<file path="src/rtl/rleicon_pkg.sv">
package rleicon_pkg;

  localparam int unsigned QUEUE_DEPTH = 2;
  localparam int unsigned ADDR_FULL_W = 18;
  localparam int unsigned STRIDE_W    = 9;
  localparam int unsigned RUN_LEN_W   = 6;
  localparam int unsigned LIT_BITS    = 7;

  localparam logic [1:0] REG_ORIGIN_X   = 2'd0;
  localparam logic [1:0] REG_ORIGIN_Y   = 2'd1;
  localparam logic [1:0] REG_DRAW_COLOR = 2'd2;

  localparam logic [7:0] DRAW_COLOR_RESET = 8'h01;

  typedef enum logic [1:0] {
    OP_START,
    OP_RUN,
    OP_LIT,
    OP_ERR
  } cmd_op_e;

  typedef enum logic [1:0] {
    PH_WIDTH,
    PH_HEIGHT,
    PH_COUNT,
    PH_PAYLOAD
  } phase_e;

  typedef struct packed {
    cmd_op_e    op;
    logic [7:0] code;
    logic [7:0] height;
  } cmd_t;

  typedef struct packed {
    logic valid;
    cmd_t cmd;
  } push_t;

endpackage

</file>
<file path="src/rtl/rleicon_front.sv">
module rleicon_front
  import rleicon_pkg::*;
(
  input  logic       clk_i,
  input  logic       rst_ni,
  input  logic       in_valid_i,
  output logic       in_stall_o,
  input  logic [7:0] code_byte_i,
  input  logic       first_byte_i,
  input  logic       q_full_i,
  output push_t      push_o
);

  phase_e     phase_q, phase_d;
  logic [7:0] width_q, width_d;
  logic [7:0] height_q, height_d;
  logic [7:0] left_q, left_d;
  logic       dead_q, dead_d;
  logic       accept;

  assign in_stall_o = q_full_i;
  assign accept     = in_valid_i && !q_full_i;

  // header and payload classification
  always_comb begin
    phase_d  = phase_q;
    width_d  = width_q;
    height_d = height_q;
    left_d   = left_q;
    dead_d   = dead_q;
    if (accept) begin
      if (first_byte_i) begin
        width_d = code_byte_i;
        phase_d = PH_HEIGHT;
        dead_d  = 1'b0;
      end else if (!dead_q) begin
        case (phase_q)
          PH_HEIGHT: begin
            height_d = code_byte_i;
            phase_d  = PH_COUNT;
          end
          PH_COUNT: begin
            left_d  = code_byte_i;
            phase_d = PH_PAYLOAD;
            if (width_q == 8'd0 || height_q == 8'd0) begin
              dead_d = 1'b1;
            end
          end
          PH_PAYLOAD: begin
            if (left_q == 8'd0) begin
              dead_d = 1'b1;
            end else begin
              left_d = left_q - 8'd1;
            end
          end
          default: begin
            dead_d = 1'b1;
          end
        endcase
      end
    end
  end

  // request to the back end
  always_comb begin
    push_o.valid      = 1'b0;
    push_o.cmd.op     = OP_START;
    push_o.cmd.code   = code_byte_i;
    push_o.cmd.height = height_q;
    if (accept && !first_byte_i && !dead_q) begin
      case (phase_q)
        PH_COUNT: begin
          push_o.valid    = 1'b1;
          push_o.cmd.op   = OP_START;
          push_o.cmd.code = width_q;
        end
        PH_PAYLOAD: begin
          push_o.valid = 1'b1;
          if (left_q == 8'd0) begin
            push_o.cmd.op = OP_ERR;
          end else if (code_byte_i[7]) begin
            push_o.cmd.op = OP_RUN;
          end else begin
            push_o.cmd.op = OP_LIT;
          end
        end
        default: begin
          push_o.valid = 1'b0;
        end
      endcase
    end
  end

  always_ff @(posedge clk_i or negedge rst_ni) begin
    if (!rst_ni) begin
      phase_q  <= PH_WIDTH;
      width_q  <= 8'd0;
      height_q <= 8'd0;
      left_q   <= 8'd0;
      dead_q   <= 1'b1;
    end else begin
      phase_q  <= phase_d;
      width_q  <= width_d;
      height_q <= height_d;
      left_q   <= left_d;
      dead_q   <= dead_d;
    end
  end

endmodule

</file>
<file path="src/rtl/rleicon_queue.sv">
module rleicon_queue
  import rleicon_pkg::*;
(
  input  logic  clk_i,
  input  logic  rst_ni,
  input  push_t push_i,
  output logic  full_o,
  output logic  valid_o,
  output cmd_t  cmd_o,
  input  logic  pop_i
);

  localparam int unsigned PTR_W = (QUEUE_DEPTH > 1) ? $clog2(QUEUE_DEPTH) : 1;
  localparam int unsigned CNT_W = $clog2(QUEUE_DEPTH + 1);

  cmd_t             entry_q [QUEUE_DEPTH];
  logic [PTR_W-1:0] wr_ptr_q, wr_ptr_d;
  logic [PTR_W-1:0] rd_ptr_q, rd_ptr_d;
  logic [CNT_W-1:0] count_q, count_d;
  logic             do_push, do_pop;

  assign full_o  = (count_q == CNT_W'(QUEUE_DEPTH));
  assign valid_o = (count_q != '0);
  assign cmd_o   = entry_q[rd_ptr_q];
  assign do_push = push_i.valid && !full_o;
  assign do_pop  = pop_i && valid_o;

  always_comb begin
    wr_ptr_d = wr_ptr_q;
    rd_ptr_d = rd_ptr_q;
    count_d  = count_q;
    if (do_push) begin
      wr_ptr_d = (wr_ptr_q == PTR_W'(QUEUE_DEPTH - 1)) ? '0 : wr_ptr_q + PTR_W'(1);
    end
    if (do_pop) begin
      rd_ptr_d = (rd_ptr_q == PTR_W'(QUEUE_DEPTH - 1)) ? '0 : rd_ptr_q + PTR_W'(1);
    end
    if (do_push && !do_pop) begin
      count_d = count_q + CNT_W'(1);
    end else if (!do_push && do_pop) begin
      count_d = count_q - CNT_W'(1);
    end
  end

  always_ff @(posedge clk_i or negedge rst_ni) begin
    if (!rst_ni) begin
      wr_ptr_q <= '0;
      rd_ptr_q <= '0;
      count_q  <= '0;
    end else begin
      wr_ptr_q <= wr_ptr_d;
      rd_ptr_q <= rd_ptr_d;
      count_q  <= count_d;
    end
  end

  always_ff @(posedge clk_i) begin
    if (do_push) begin
      entry_q[wr_ptr_q] <= push_i.cmd;
    end
  end

endmodule

</file>
<file path="src/rtl/rleicon_back.sv">
module rleicon_back
  import rleicon_pkg::*;
#(
  parameter int unsigned LINE_STRIDE = 128,
  parameter int unsigned FB_COLUMNS  = 168
) (
  input  logic        clk_i,
  input  logic        rst_ni,
  input  logic [7:0]  origin_x_i,
  input  logic [7:0]  origin_y_i,
  input  logic [7:0]  draw_color_i,
  input  logic        q_valid_i,
  input  cmd_t        q_cmd_i,
  output logic        q_pop_o,
  output logic        out_valid_o,
  input  logic        out_stall_i,
  output logic [15:0] pixel_address_o,
  output logic        pixel_on_o,
  output logic [7:0]  pixel_color_o,
  output logic        last_o,
  output logic        icon_done_o,
  output logic        encoding_error_o,
  output logic        outside_buffer_o
);

  localparam logic [ADDR_FULL_W-1:0] FB_LIMIT  = ADDR_FULL_W'(FB_COLUMNS * LINE_STRIDE);
  localparam logic [STRIDE_W-1:0]    STRIDE_V  = STRIDE_W'(LINE_STRIDE);

  logic                 active_q, active_d;
  logic [7:0]           width_q, width_d;
  logic [7:0]           height_q, height_d;
  logic [7:0]           col_q, col_d;
  logic [7:0]           row_q, row_d;
  logic                 busy_q, busy_d;
  logic                 is_run_q, is_run_d;
  logic                 run_bit_q, run_bit_d;
  logic [LIT_BITS-1:0]  bits_q, bits_d;
  logic [RUN_LEN_W-1:0] left_q, left_d;

  logic                 out_free;
  logic                 emit_pix, emit_err;
  logic                 pix_val, pix_last, pix_done;
  logic [7:0]           row_inc, col_inc;
  logic [8:0]           col_sum, row_sum;
  logic [ADDR_FULL_W-1:0] prod, addr_full;

  assign out_free = !out_valid_o || !out_stall_i;
  assign pix_val  = is_run_q ? run_bit_q : bits_q[0];
  assign row_inc  = row_q + 8'd1;
  assign col_inc  = col_q + 8'd1;
  assign pix_done = (row_inc >= height_q) && (col_inc >= width_q);
  assign pix_last = (left_q == RUN_LEN_W'(1)) || pix_done;

  assign col_sum   = {1'b0, origin_x_i} + {1'b0, col_q};
  assign row_sum   = {1'b0, origin_y_i} + {1'b0, row_q};
  assign prod      = ADDR_FULL_W'(col_sum) * ADDR_FULL_W'(STRIDE_V);
  assign addr_full = prod + ADDR_FULL_W'(row_sum);

  assign emit_pix = busy_q && out_free;
  assign q_pop_o  = !busy_q && q_valid_i && out_free;
  assign emit_err = q_pop_o && (q_cmd_i.op == OP_ERR) && active_q;

  always_comb begin
    active_d  = active_q;
    width_d   = width_q;
    height_d  = height_q;
    col_d     = col_q;
    row_d     = row_q;
    busy_d    = busy_q;
    is_run_d  = is_run_q;
    run_bit_d = run_bit_q;
    bits_d    = bits_q;
    left_d    = left_q;
    if (emit_pix) begin
      left_d = left_q - RUN_LEN_W'(1);
      bits_d = bits_q >> 1;
      busy_d = !pix_last;
      if (row_inc >= height_q) begin
        row_d = 8'd0;
        col_d = col_inc;
      end else begin
        row_d = row_inc;
      end
      if (pix_done) begin
        active_d = 1'b0;
      end
    end else if (q_pop_o) begin
      case (q_cmd_i.op)
        OP_START: begin
          width_d  = q_cmd_i.code;
          height_d = q_cmd_i.height;
          col_d    = 8'd0;
          row_d    = 8'd0;
          active_d = (q_cmd_i.code != 8'd0) && (q_cmd_i.height != 8'd0);
        end
        OP_RUN: begin
          is_run_d  = 1'b1;
          run_bit_d = q_cmd_i.code[6];
          left_d    = q_cmd_i.code[RUN_LEN_W-1:0];
          busy_d    = active_q && (q_cmd_i.code[RUN_LEN_W-1:0] != '0);
        end
        OP_LIT: begin
          is_run_d = 1'b0;
          bits_d   = q_cmd_i.code[LIT_BITS-1:0];
          left_d   = RUN_LEN_W'(LIT_BITS);
          busy_d   = active_q;
        end
        OP_ERR: begin
          active_d = 1'b0;
        end
        default: begin
          busy_d = 1'b0;
        end
      endcase
    end
  end

  always_ff @(posedge clk_i or negedge rst_ni) begin
    if (!rst_ni) begin
      active_q    <= 1'b0;
      busy_q      <= 1'b0;
      out_valid_o <= 1'b0;
    end else begin
      active_q <= active_d;
      busy_q   <= busy_d;
      if (out_free) begin
        out_valid_o <= emit_pix || emit_err;
      end
    end
  end

  always_ff @(posedge clk_i) begin
    width_q   <= width_d;
    height_q  <= height_d;
    col_q     <= col_d;
    row_q     <= row_d;
    is_run_q  <= is_run_d;
    run_bit_q <= run_bit_d;
    bits_q    <= bits_d;
    left_q    <= left_d;
    if (emit_pix) begin
      pixel_address_o  <= addr_full[15:0];
      pixel_on_o       <= pix_val;
      pixel_color_o    <= pix_val ? draw_color_i : 8'd0;
      last_o           <= pix_last;
      icon_done_o      <= pix_done;
      encoding_error_o <= 1'b0;
      outside_buffer_o <= (addr_full >= FB_LIMIT);
    end else if (emit_err) begin
      pixel_address_o  <= 16'd0;
      pixel_on_o       <= 1'b0;
      pixel_color_o    <= 8'd0;
      last_o           <= 1'b1;
      icon_done_o      <= 1'b0;
      encoding_error_o <= 1'b1;
      outside_buffer_o <= 1'b0;
    end
  end

endmodule

</file>
<file path="src/rtl/rle_icon_pixel_decoder.sv">
// channel  | valid       | flow control | payload
// input    | in_valid_i  | in_stall_o   | code_byte_i, first_byte_i
// output   | out_valid_o | out_stall_i  | pixel_address_o .. outside_buffer_o
// config   | cfg_valid_i | cfg_ready_o  | cfg_index_i, cfg_data_i
//
// one pixel per cycle from the back end's single address unit while out_stall_i is low; it
// pops a request only when idle, so no new byte's pixels start before the last byte's end.
// a literal byte gives at most 7 pixels, a run byte at most its length, header bytes none.
// the front end takes a byte per cycle while the two-entry queue has room.
// reset is asynchronous: queue empty, decoder idle until a first byte, color 1.
// out_stall_i holds the output register; the back end then waits on its pixel.
module rle_icon_pixel_decoder
  import rleicon_pkg::*;
#(
  parameter int unsigned LINE_STRIDE = 128,
  parameter int unsigned FB_COLUMNS  = 168
) (
  input  logic        clk_i,
  input  logic        rst_ni,
  input  logic        in_valid_i,
  output logic        in_stall_o,
  input  logic [7:0]  code_byte_i,
  input  logic        first_byte_i,
  output logic        out_valid_o,
  input  logic        out_stall_i,
  output logic [15:0] pixel_address_o,
  output logic        pixel_on_o,
  output logic [7:0]  pixel_color_o,
  output logic        last_o,
  output logic        icon_done_o,
  output logic        encoding_error_o,
  output logic        outside_buffer_o,
  input  logic        cfg_valid_i,
  output logic        cfg_ready_o,
  input  logic [1:0]  cfg_index_i,
  input  logic [7:0]  cfg_data_i
);

  logic [7:0] origin_x_q, origin_y_q, draw_color_q;
  push_t      push;
  logic       q_full, q_valid, q_pop;
  cmd_t       q_cmd;

  assign cfg_ready_o = 1'b1;

  always_ff @(posedge clk_i or negedge rst_ni) begin
    if (!rst_ni) begin
      origin_x_q   <= 8'd0;
      origin_y_q   <= 8'd0;
      draw_color_q <= DRAW_COLOR_RESET;
    end else if (cfg_valid_i && cfg_ready_o) begin
      case (cfg_index_i)
        REG_ORIGIN_X:   origin_x_q   <= cfg_data_i;
        REG_ORIGIN_Y:   origin_y_q   <= cfg_data_i;
        REG_DRAW_COLOR: draw_color_q <= cfg_data_i;
        default: begin
        end
      endcase
    end
  end

  rleicon_front u_front (
    .clk_i        (clk_i),
    .rst_ni       (rst_ni),
    .in_valid_i   (in_valid_i),
    .in_stall_o   (in_stall_o),
    .code_byte_i  (code_byte_i),
    .first_byte_i (first_byte_i),
    .q_full_i     (q_full),
    .push_o       (push)
  );

  rleicon_queue u_queue (
    .clk_i   (clk_i),
    .rst_ni  (rst_ni),
    .push_i  (push),
    .full_o  (q_full),
    .valid_o (q_valid),
    .cmd_o   (q_cmd),
    .pop_i   (q_pop)
  );

  rleicon_back #(
    .LINE_STRIDE (LINE_STRIDE),
    .FB_COLUMNS  (FB_COLUMNS)
  ) u_back (
    .clk_i            (clk_i),
    .rst_ni           (rst_ni),
    .origin_x_i       (origin_x_q),
    .origin_y_i       (origin_y_q),
    .draw_color_i     (draw_color_q),
    .q_valid_i        (q_valid),
    .q_cmd_i          (q_cmd),
    .q_pop_o          (q_pop),
    .out_valid_o      (out_valid_o),
    .out_stall_i      (out_stall_i),
    .pixel_address_o  (pixel_address_o),
    .pixel_on_o       (pixel_on_o),
    .pixel_color_o    (pixel_color_o),
    .last_o           (last_o),
    .icon_done_o      (icon_done_o),
    .encoding_error_o (encoding_error_o),
    .outside_buffer_o (outside_buffer_o)
  );

endmodule
</file>
<file path="config.mk">
export PLATFORM = sky130hd
export DESIGN_NAME = rle_icon_pixel_decoder
export DESIGN_NICKNAME = d
export VERILOG_FILES = /design/src/rtl/rleicon_pkg.sv /design/src/rtl/rleicon_front.sv /design/src/rtl/rleicon_queue.sv /design/src/rtl/rleicon_back.sv /design/src/rtl/rle_icon_pixel_decoder.sv
export SDC_FILE = /design/constraint.sdc
export NUM_CORES = 1
export LEC_CHECK = 0
export BUFFER_PORTS_ARGS = -buffer_cell sky130_fd_sc_hd__buf_2
export CORE_MARGIN = 10
export CORE_UTILIZATION = 50
export CTS_CLUSTER_DIAMETER = 100
export DETAILED_ROUTE_END_ITERATION = 6
export PLACE_DENSITY = 0.72
export SKIP_CTS_REPAIR_TIMING = 1
export SLEW_MARGIN = 25
export SYNTH_ARGS = -nofsm -noshare
export SYNTH_HDL_FRONTEND = slang
export SYNTH_SLANG_ARGS = --single-unit
</file>
<file path="constraint.sdc">
create_clock -name clk_i -period 3.8 [get_ports clk_i]
set_clock_uncertainty 0.1 [all_clocks]
set_input_delay 0.38 -clock clk_i [delete_from_list [all_inputs] [get_ports clk_i]]
set_output_delay 0.38 -clock clk_i [all_outputs]
set_load 0.02 [all_outputs]
</file>
* Word level (Yosys, flattened, before mapping)
Memory sizes are Yosys's and may differ from the RTL's. Index checks and enable logic that the tools add are counted.
Cells by class: div/mod/pow operators 0, $mul 0, reductions and logical operators 64, add/subtract/negate cells 11, bitwise operators 3, equal/unequal tests 14, $lt $le $gt $ge 3, muxes and demuxes 54, shift operators 0
Operators with widths (number):
- $mux 8 | 11
- $mux 16 | 2
- $mux 6 | 5
- $logic_not 8->1 | 3
- $mux 1 | 21
- $add 8x8->9 | 2
- $ge 18x15->1 const B | 1
- $reduce_and 3->1 | 6
- $add 16x9->17 | 1
- $add 8x1->8 const B | 2
- $ge 8x8->1 | 2
- $pmux 8 s2 | 1
- $reduce_and 2->1 | 8
- $reduce_bool 2->1 | 8
- $reduce_bool 8->1 | 2
- $logic_and 1x1->1 | 15
- $mux 2 | 7
- $eq 2x2->1 const B | 6
- $pmux 6 s2 | 1
- $mux 11 | 1
- $logic_not 1->1 | 9
- $reduce_bool 3->1 | 3
- $ne 2x2->1 const B | 4
- $sub 8x1->8 const B | 1
- other kinds (16) | 27
Word-level totals: RAM bits 36, bits in read-only memories 0, output and inout port bits 32, flip-flop bits (word level) 134, latch bits 0, memories kept 1
Memory list:
- u_queue.entry_q | words 2, bits a word 18, read ports 1, clocked after Yosys merged registers in 0, wr ports 1, line rleicon_queue.sv:16 | cmd_t entry_q [QUEUE_DEPTH];

* Logic depth before layout (Yosys ltp)
Gate-level depths: netlist of run 1.
word-level depth 11, gate-level depth with buffers 10, gate-level depth less buffers 10

* By module
A second synthesis of run 1 with hierarchy kept.
Unflattened totals: cells, all modules 690, area total of the unflattened synthesis 8617.0 um2
By module, submodules not included:
- rleicon_back | cells an instance 423, area an instance 4645.7 um2, instances 1
- rleicon_queue | cells an instance 75, area an instance 1549.0 um2, instances 1
- rleicon_front | cells an instance 139, area an instance 1497.7 um2, instances 1
- rle_icon_pixel_decoder | cells an instance 53, area an instance 924.6 um2, instances 1

* Least setup slack after synthesis of run 1
Ideal clock, no wire load.
path kind flip-flop to flip-flop, from reg u_back.col_q[0], to reg u_back.outside_buffer_o, data pin, slack 407 ps, period minus slack after synthesis 3393 ps, arrival 3038 ps, data required time 3445 ps, stages on the path, launching flop included 11, setup time 255 ps, buffers on the path 0, cell sequence edfxtp_1 ha_1 fa_1 ha_1 o21a_1 o31a_1 a41oi_1 nand2b_1 or4_1 a32o_1 a31o_1
Between the ends: longest elaborated chain between the ends 4
Ends and longest elaborated chain:
- from (decl) | line rleicon_back.sv:32 | logic [7:0] col_q, col_d;
- from (signal assigned) | line rleicon_back.sv:135 | col_q <= col_d;
- $add 8x8->9 | line rleicon_back.sv:54 | assign col_sum = {1'b0, origin_x_i} + {1'b0, col_q};
- $add 16x9->17 | line rleicon_back.sv:57 | assign addr_full = prod + ADDR_FULL_W'(row_sum);
- $ge 18x15->1 | line rleicon_back.sv:148 | outside_buffer_o <= (addr_full >= FB_LIMIT);
- $mux 1 | line rleicon_back.sv:141 | if (emit_pix) begin
- to (signal assigned) | line rleicon_back.sv:148
- to (decl) | line rleicon_back.sv:23 | output logic outside_buffer_o
Every way passes these cells. A chain may end at the register's enable or synchronous reset.

* Worst setup path in the final report of run 1
Same ends and word-level chain as after synthesis.

==> metrics.md, run 1 <==
| Metric | Value |
|---|---|
| Status | `finished, final reports clean` |
| Seq/Total Area, Yosys | `57.05%` |
| H-tree levels | `4` |
| Slowest stage delay, CP | `480 ps` |
| Synthesized area | `about 8400 um^2` |
| Post-route clock period utilization | `a little over nine tenths` |
| Drt first pass iters | `5` |
| FP Rows | `47` |
| Antenna viol nets, final | `0` |
| Diode count | `0` |
| Sum Neg Setup Slack | `0 ps` |
| Seq pwr share | `around 38%` |
| CP startpoint | `u_back.col_q[0]` |
| Vias per cell | `around 5.5` |
| Final hold vios | `0` |
| WP data arrival | `3660 ps` |
| Sw Share | `between 30% and 40%` |
| Yosys top cell area share | `39.29%` |
| CTS Buf Count | `17` |
| Overall global routing resource usage | `around 16%` |
| Critical Path Start Type | `flip-flop` |
| Relative slew margins | `between 30% and 40%` |
| LEAKAGE | `3.923 nW` |
| Main synth FF type | `edfxtp_1` |
| Max Used Layer | `met4` |
| Top cells by count, synth | `110 x edfxtp_1, 63 x mux2_2, 56 x dfrtp_1` |
| Die Width | `149.7 um` |
| Max clock buf depth | `2` |
| Final cell count without fillers | `roughly 980` |
| # DRC | `0` |
| Class of the worst hold path | `primary input to flip-flop` |
| Routed wire per std cell | `between 15 and 20 um` |
| GRT overflow | `0` |
| Largest fanout on the critical path | `5` |
| Total Die Area | `around 22,000 um^2` |
| Hold_ws | `about 120 ps` |
| Final WL | `17.11 mm` |
| Pwr Total | `0.008673 W` |
| RSZ-0062 raised after global routing | `false` |
| Internal power component | `approximately 0.0054 W` |
| Combinational share of power | `42.2%` |
| Detail Route met2 WL | `approximately 8.8 mm` |
| Endpoints failing setup | `0` |
| I/O pin total | `56` |
| Antenna violations before repair | `0` |
| IO Port Bufs | `54` |
| Count of different cell masters after synthesis | `61` |
| RePlAce Congestion | `roughly 0.94` |
| Initial Util | `a little over 50%` |
| Final Max Tran Viols | `0` |
| Filler cell count | `~1.3k` |
| Clock network fraction of total power | `20.1%` |
| Post-synthesis cell count | `roughly 680` |
| Die Height | `149.7 um` |
| Most frequent CP cell | `ha_1` |
| Worst Setup End Kind | `flip-flop` |
| Post-Syn Nets | `between 700 and 800` |
| Cells after DPL | `943` |
| Worst-path clk slew | `around 60 ps` |
| Share of cells above drive strength 1 | `between 20 and 25%` |
| Worst Tran Pin Value | `between 900 and 1000 ps` |
| Max_cap viols | `0` |
| Syn Area/Cell | `12.44 um^2` |
| Slowest CP cell | `or4_1` |
| Largest net degree at the start of global routing | `31` |
| Initial DRC count | `~270` |
| Layout Nets | `820` |
| Min Clock Period, post-route | `3576 ps` |
| Core Region | `about 17,000 um^2` |
| CP Data Required Time | `roughly 3900 ps` |
| Synth warn | `0` |
| Met3 WL | `between 800 and 900 um` |
| Synth area leaders | `edfxtp_1 39%, dfrtp_1 17%, mux2_2 8.4%, ha_1 7.3%, nor2_1 2.4%` |
| Worst-path cell chain | `ha_1, fa_1, ha_1, o21a_1, o31a_1, a41oi_1, nand2b_1, or4_1, a32o_1, a31o_1` |
| Area grow syn2layout | `13.84%` |
| Fmax achieved | `around 280 MHz` |
| First-pass GRT wire length | `between 20 and 30 mm` |
| DR vias | `5,395` |
| PD cells | `906.1 nW/um^2` |
| Yosys top cell by area | `edfxtp_1` |
| Max rail drop VDD | `~520 uV` |
| Synthesized flop and latch total | `170` |
| DP Wirelength | `about 13 mm` |
| Min-Delay Startpoint | `cfg_data_i[4]` |
| CTS Root Buffer Type | `clkbuf_16` |
| Number of synthesized flops with an enable pin | `110` |
| M1 WL | `6.958 mm` |
| CTS tree | `done` |
| Vias in the first global route | `5,814` |
| Switch Pwr | `roughly 0.0033 W` |
| Number of sinks on the clock net | `between 150 and 200` |
| Crit Path Class | `flip-flop to flip-flop` |
| RR Startpoint | `u_back.col_q[0]` |
| Count leader, synth | `edfxtp_1` |
| Worst skew pair latency | `between 400 and 500 ps` |
| Fraction of registers with async set/reset | `34.12%` |
==> stage by stage <==
stage / util [%] / worst slack [ps] / area [um^2]
after floorplan: - / 407.1 / 8408
after global placement: 54.18 / 239.2 / 8954
after detailed placement: 54.18 / 142.3 / 8954
after CTS: 57.82 / 138.1 / 9554
after global routing: 57.92 / 55.55 / 9572
final: 57.92 / 223.7 / 9572
==> cell usage in the layout, fill, tap and decap left out, types with 6 or more instances in the layout <==
master     netlist  routed
xor2_1          19      19
o21ai_0         23      23
buf_4            1       9
buf_2            0      54
xnor2_1         16      16
ha_1            49      49
dfrtp_1         56      56
nand2_1         36      36
nor3_1          10      10
mux2_2          63      63
nor2b_1          6       6
o21a_1          12      12
and2_1          19      19
clkbuf_16        0      18
and3_1          13      13
nor4_1           9       9
nand2b_1        13      13
nand3_1         19      19
nor2_1          54      54
edfxtp_1       110     110
inv_1           33      33
a21o_1           6       6
o22ai_1          6       6
a21oi_1         29      29
==> registers in the layout (all words and copies together), names as in the netlist, 2 cells and up <==
| name | flops |
|---|---|
| u_front.left_q | 8 |
| origin_x_q | 8 |
| u_queue.entry_q | 36 |
| u_back.col_q | 8 |
| u_back.height_q | 8 |
| u_back.width_q | 8 |
| u_back.pixel_color_o | 8 |
| u_queue.count_q | 2 |
| u_front.phase_q | 2 |
| u_back.bits_q | 7 |
| u_front.width_q | 8 |
| u_back.left_q | 6 |
| draw_color_q | 8 |
| u_front.height_q | 8 |
| u_back.pixel_address_o | 16 |
| origin_y_q | 8 |
| u_back.row_q | 8 |
==> metal layers <==
| metal | vias up | track usage [%] |
|---|---|---|
| li1 | 2606 | - |
| met1 | 2628 | 16.66 |
| met2 | 130 | 28.92 |
| met3 | 31 | 3.744 |
| met4 | 0 | 7.580 |
| met5 | - | 0 |
==> final timing paths <==
path / depth (start not counted) / to / slack (ps)
setup / recovery: 10 / u_back.outside_buffer_o / 220
hold / removal: 2 / origin_x_q[4] / 120
setup reg to reg: 10 / u_back.outside_buffer_o / 220
hold reg to reg: 2 / u_back.encoding_error_o / 390
max in group asynchronous: 3 / draw_color_q[0] / 2290
min in group asynchronous: 2 / u_front.left_q[6] / 400
==> power by group through the flow <==
stage	clock network (W)	registers (W)	logic, W
finish	0.00175	0.00327	0.00366
global placement	0	0.00325	0.00344
floorplan	0	0.00337	0.00256
detailed placement	0	0.00330	0.00362
global route	0.00184	0.00334	0.00409
CTS	0.00177	0.00327	0.00366
==> worst max-delay path: cells and delay by family (launching register included) <==
family                   cells  cell delay [ps]
AND/OR/NAND/NOR              2              720
AO/OA/AOI/OAI                5             1030
flip-flops                   1              390
adder cells (fa/ha/maj)      3             1080
==> area by class of cell <==
class / instances / area, um^2 / share of cell area [%]
Tap cell: 220 / 275.3 / 2.876
Clock inverter: 8 / 107.6 / 1.124
Clock buffer: 24 / 493.0 / 5.150
Sequential cell: 170 / 4797 / 50.12
Timing Repair Buffer: 64 / 347.8 / 3.634
Inverter: 33 / 123.9 / 1.294
Multi-Input combinational cell: 458 / 3427 / 35.80
==> cells by family after synthesis <==
logic type	after synthesis	share of synthesized area, %
other	1	0.04460
and+or+nand+nor	197	11.80
muxes	68	9.048
DFF	170	57.05
buffers and inverters	48	2.188
AOI/OAI and AO/OA	105	8.214
adders and majority gates	52	8.006
xor gates and xnor gates	35	3.646
Power figures use the tool's default switching activity.
==> run 2: changes to the inputs <==
- BUFFER_PORTS_ARGS: -buffer_cell sky130_fd_sc_hd__buf_2 -> unset
- DONT_BUFFER_PORTS: unset -> 1
- PLACE_DENSITY: 0.72 -> 0.69
==> run 2 against run 1 <==
Setup slack better by 12 ps; clock power up 5%; critical endpoint unchanged; flip-flop and latch count unchanged.
==> metrics.md, run 2 (synthesis gave the netlist of run 1 again) <==
| Metric | Value |
|---|---|
| Status | `finished, final reports clean` |
| PD cells | `909.1 nW/um^2 (+0.33%)` |
| Share of cells above drive strength 1 | `15.86% (-6.2 points)` |
| Filler cell count | `1,318 (-2.2%)` |
| Core Region | `16,520 um^2 (unchanged)` |
| # DRC | `0 (unchanged)` |
| Layout Nets | `782 (-4.6%)` |
| DR vias | `5,233 (-3.0%)` |
| Max_cap viols | `0 (unchanged)` |
| Number of sinks on the clock net | `170 (unchanged)` |
| Routed wire per std cell | `18.10 um (+3.4%)` |
| Commonest non-fill, non-tap cells in the layout | `110 x edfxtp_1, 63 x mux2_2, 56 x dfrtp_1` |
| Multi-input gate area | `3427 um^2 (unchanged)` |
| DP Wirelength | `12.26 mm (-2.8%)` |
| Worst Tran Pin Value | `906.0 ps (-8.136 ps)` |
| CTS Buf Count | `17 (unchanged)` |
| Worst skew pair latency | `440 ps (about the same)` |
| LEAKAGE | `3.786 nW (-3.5%)` |
| Crit Path Class | `flip-flop to flip-flop` |
| Post-route clock period utilization | `93.80% (-0.32 points)` |
| Total Die Area | `22,400 um^2 (unchanged)` |
| CTS Root Buffer Type | `clkbuf_16` |
| Max rail drop VDD | `555.8 uV (+7.8%)` |
| Antenna violations before repair | `0 (unchanged)` |
| Endpoints failing setup | `0 (unchanged)` |
| CP Data Required Time | `3880 ps (about the same)` |
| Final WL | `17.00 mm (-0.64%)` |
| Relative slew margins | `39.60% (+0.54 points)` |
| Sequential Area | `4797 um^2 (unchanged)` |
| Initial DRC count | `321 (+21%)` |
| H-tree levels | `4 (unchanged)` |
| Worst-path clk slew | `60 ps (about the same)` |
| Antenna viol nets, final | `0 (unchanged)` |
| RePlAce Congestion | `0.8506 (-9.5%)` |
| Area grow syn2layout | `13.11%` |
| Final hold vios | `0 (unchanged)` |
| Vias per cell | `5.573 (+0.92%)` |
| IO Port Bufs | `0 (-100%)` |
| Commonest non-fill, non-tap cell in the layout | `edfxtp_1` |
| RSZ-0062 raised after global routing | `false` |
| Internal power component | `0.005377 W (-0.35%)` |
| Top Registers | `u_queue.entry_q: 36 flops, u_back.pixel_address_o: 16 flops` |
| Critical Path Start Type | `flip-flop` |
| Class of the worst hold path | `primary input to flip-flop` |
| FP Rows | `47 (unchanged)` |
| Largest net degree at the start of global routing | `59 (+90%)` |
| Max FFs per register | `36 (unchanged)` |
| First-pass GRT wire length | `27.37 mm (-2.2%)` |
| WP data arrival | `3650 ps (about the same)` |
| Seq pwr share | `40.3% (+2.6 points)` |
| Clock network fraction of total power | `21.2% (+1.1 points)` |
| Overall global routing resource usage | `15.63% (-0.16 points)` |
| Sum Neg Setup Slack | `0 ps (unchanged)` |
| Vias in the first global route | `5,260 (-9.5%)` |
| Worst Setup End Kind | `flip-flop` |
| I/O pin total | `56 (unchanged)` |
| CTS tree | `done` |
| Sw Share | `37.81% (about the same)` |
| Combinational share of power | `38.5% (-3.7 points)` |
| Die Width | `149.7 um (unchanged)` |
| GRT overflow | `0 (unchanged)` |
| Fin util | `57.55% (-0.37 points)` |
| Largest fanout on the critical path | `6 (+1)` |
| Switch Pwr | `0.003269 W (-0.26%)` |
| Final Max Tran Viols | `0 (unchanged)` |
| Fmax achieved | `280.6 MHz (+0.34%)` |
| Biggest register | `u_queue.entry_q` |
| Initial Util | `50.88% (unchanged)` |
| Diode count | `0 (unchanged)` |
| Die Height | `149.7 um (unchanged)` |
| Drt first pass iters | `5 (unchanged)` |
| Min Clock Period, post-route | `3564 ps (-11.97 ps)` |
| Max clock buf depth | `2 (unchanged)` |
==> run 2: critical path, stage by stage (launching register included) <==
cell and delay, ps:
edfxtp_1 480, ha_1 340, fa_1 440, ha_1 330
o21a_1 150, o31a_1 150, a41oi_1 140, nand2b_1 190
or4_1 480, a32o_1 290, a31o_1 220
==> run 2: power by group through the flow <==
stage | clock [W] | sequential (W) | combinational, W
global placement | 0 | 0.00349 | 0.00308
floorplan | 0 | 0.00337 | 0.00256
global route | 0.00195 | 0.00358 | 0.00373
finish | 0.00183 | 0.00348 | 0.00333
CTS | 0.00186 | 0.00350 | 0.00329
detailed placement | 0 | 0.00353 | 0.00324
==> run 2: metal layers <==
metal | routed length, um | share of wire (%) | up-vias | track usage, %
li1 | - | - | 2521 | -
met1 | 7034 | 41 | 2561 | 17.71
met2 | 8923 | 52 | 126 | 27.28
met3 | 730 | 4.3 | 25 | 4.469
met4 | 312 | 1.8 | 0 | 6.122
met5 | 0 | 0 | - | 0
==> run 2: layout make-up <==
cell class | count | share of cell area, %
Sequential cell | 170 | 50.44
Multi-Input combinational cell | 458 | 36.03
Clock inverter | 10 | 1.618
Inverter | 33 | 1.302
Clock buffer | 22 | 4.999
Tap cell | 220 | 2.894
Timing Repair Buffer | 26 | 2.710
==> run 2: through the flow <==
stage                     worst slack (ps)  power (W)  std cells  hold slack [ps]  instance area, um^2
final                                235.7   0.008646        939            7.959                 9510
after global placement               341.4   0.006566        889           -13.27                 8683
after CTS                            256.5   0.008641        921           -486.5                 9313
after floorplan                      407.1   0.005931        676           -15.59                 8408
after global routing                 79.12   0.009250        939            1.275                 9510
after detailed placement             276.8   0.006775        889           -13.09                 8683
==> run 2: worst paths after layout <==
| path | start | endpoint | slack, ps | depth (start not counted) |
|---|---|---|---|---|
| min in group asynchronous | rst_ni | u_front.width_q[3] | 360 | 2 |
| max in group asynchronous | rst_ni | draw_color_q[0] | 2910 | 2 |
| worst max-delay path | u_back.col_q[0] | u_back.outside_buffer_o | 240 | 10 |
| worst min register to register | draw_color_q[1] | draw_color_q[1] | 410 | 1 |
| worst max register to register | u_back.col_q[0] | u_back.outside_buffer_o | 240 | 10 |
| worst min-delay path | code_byte_i[7] | u_front.width_q[7] | 8 | 1 |
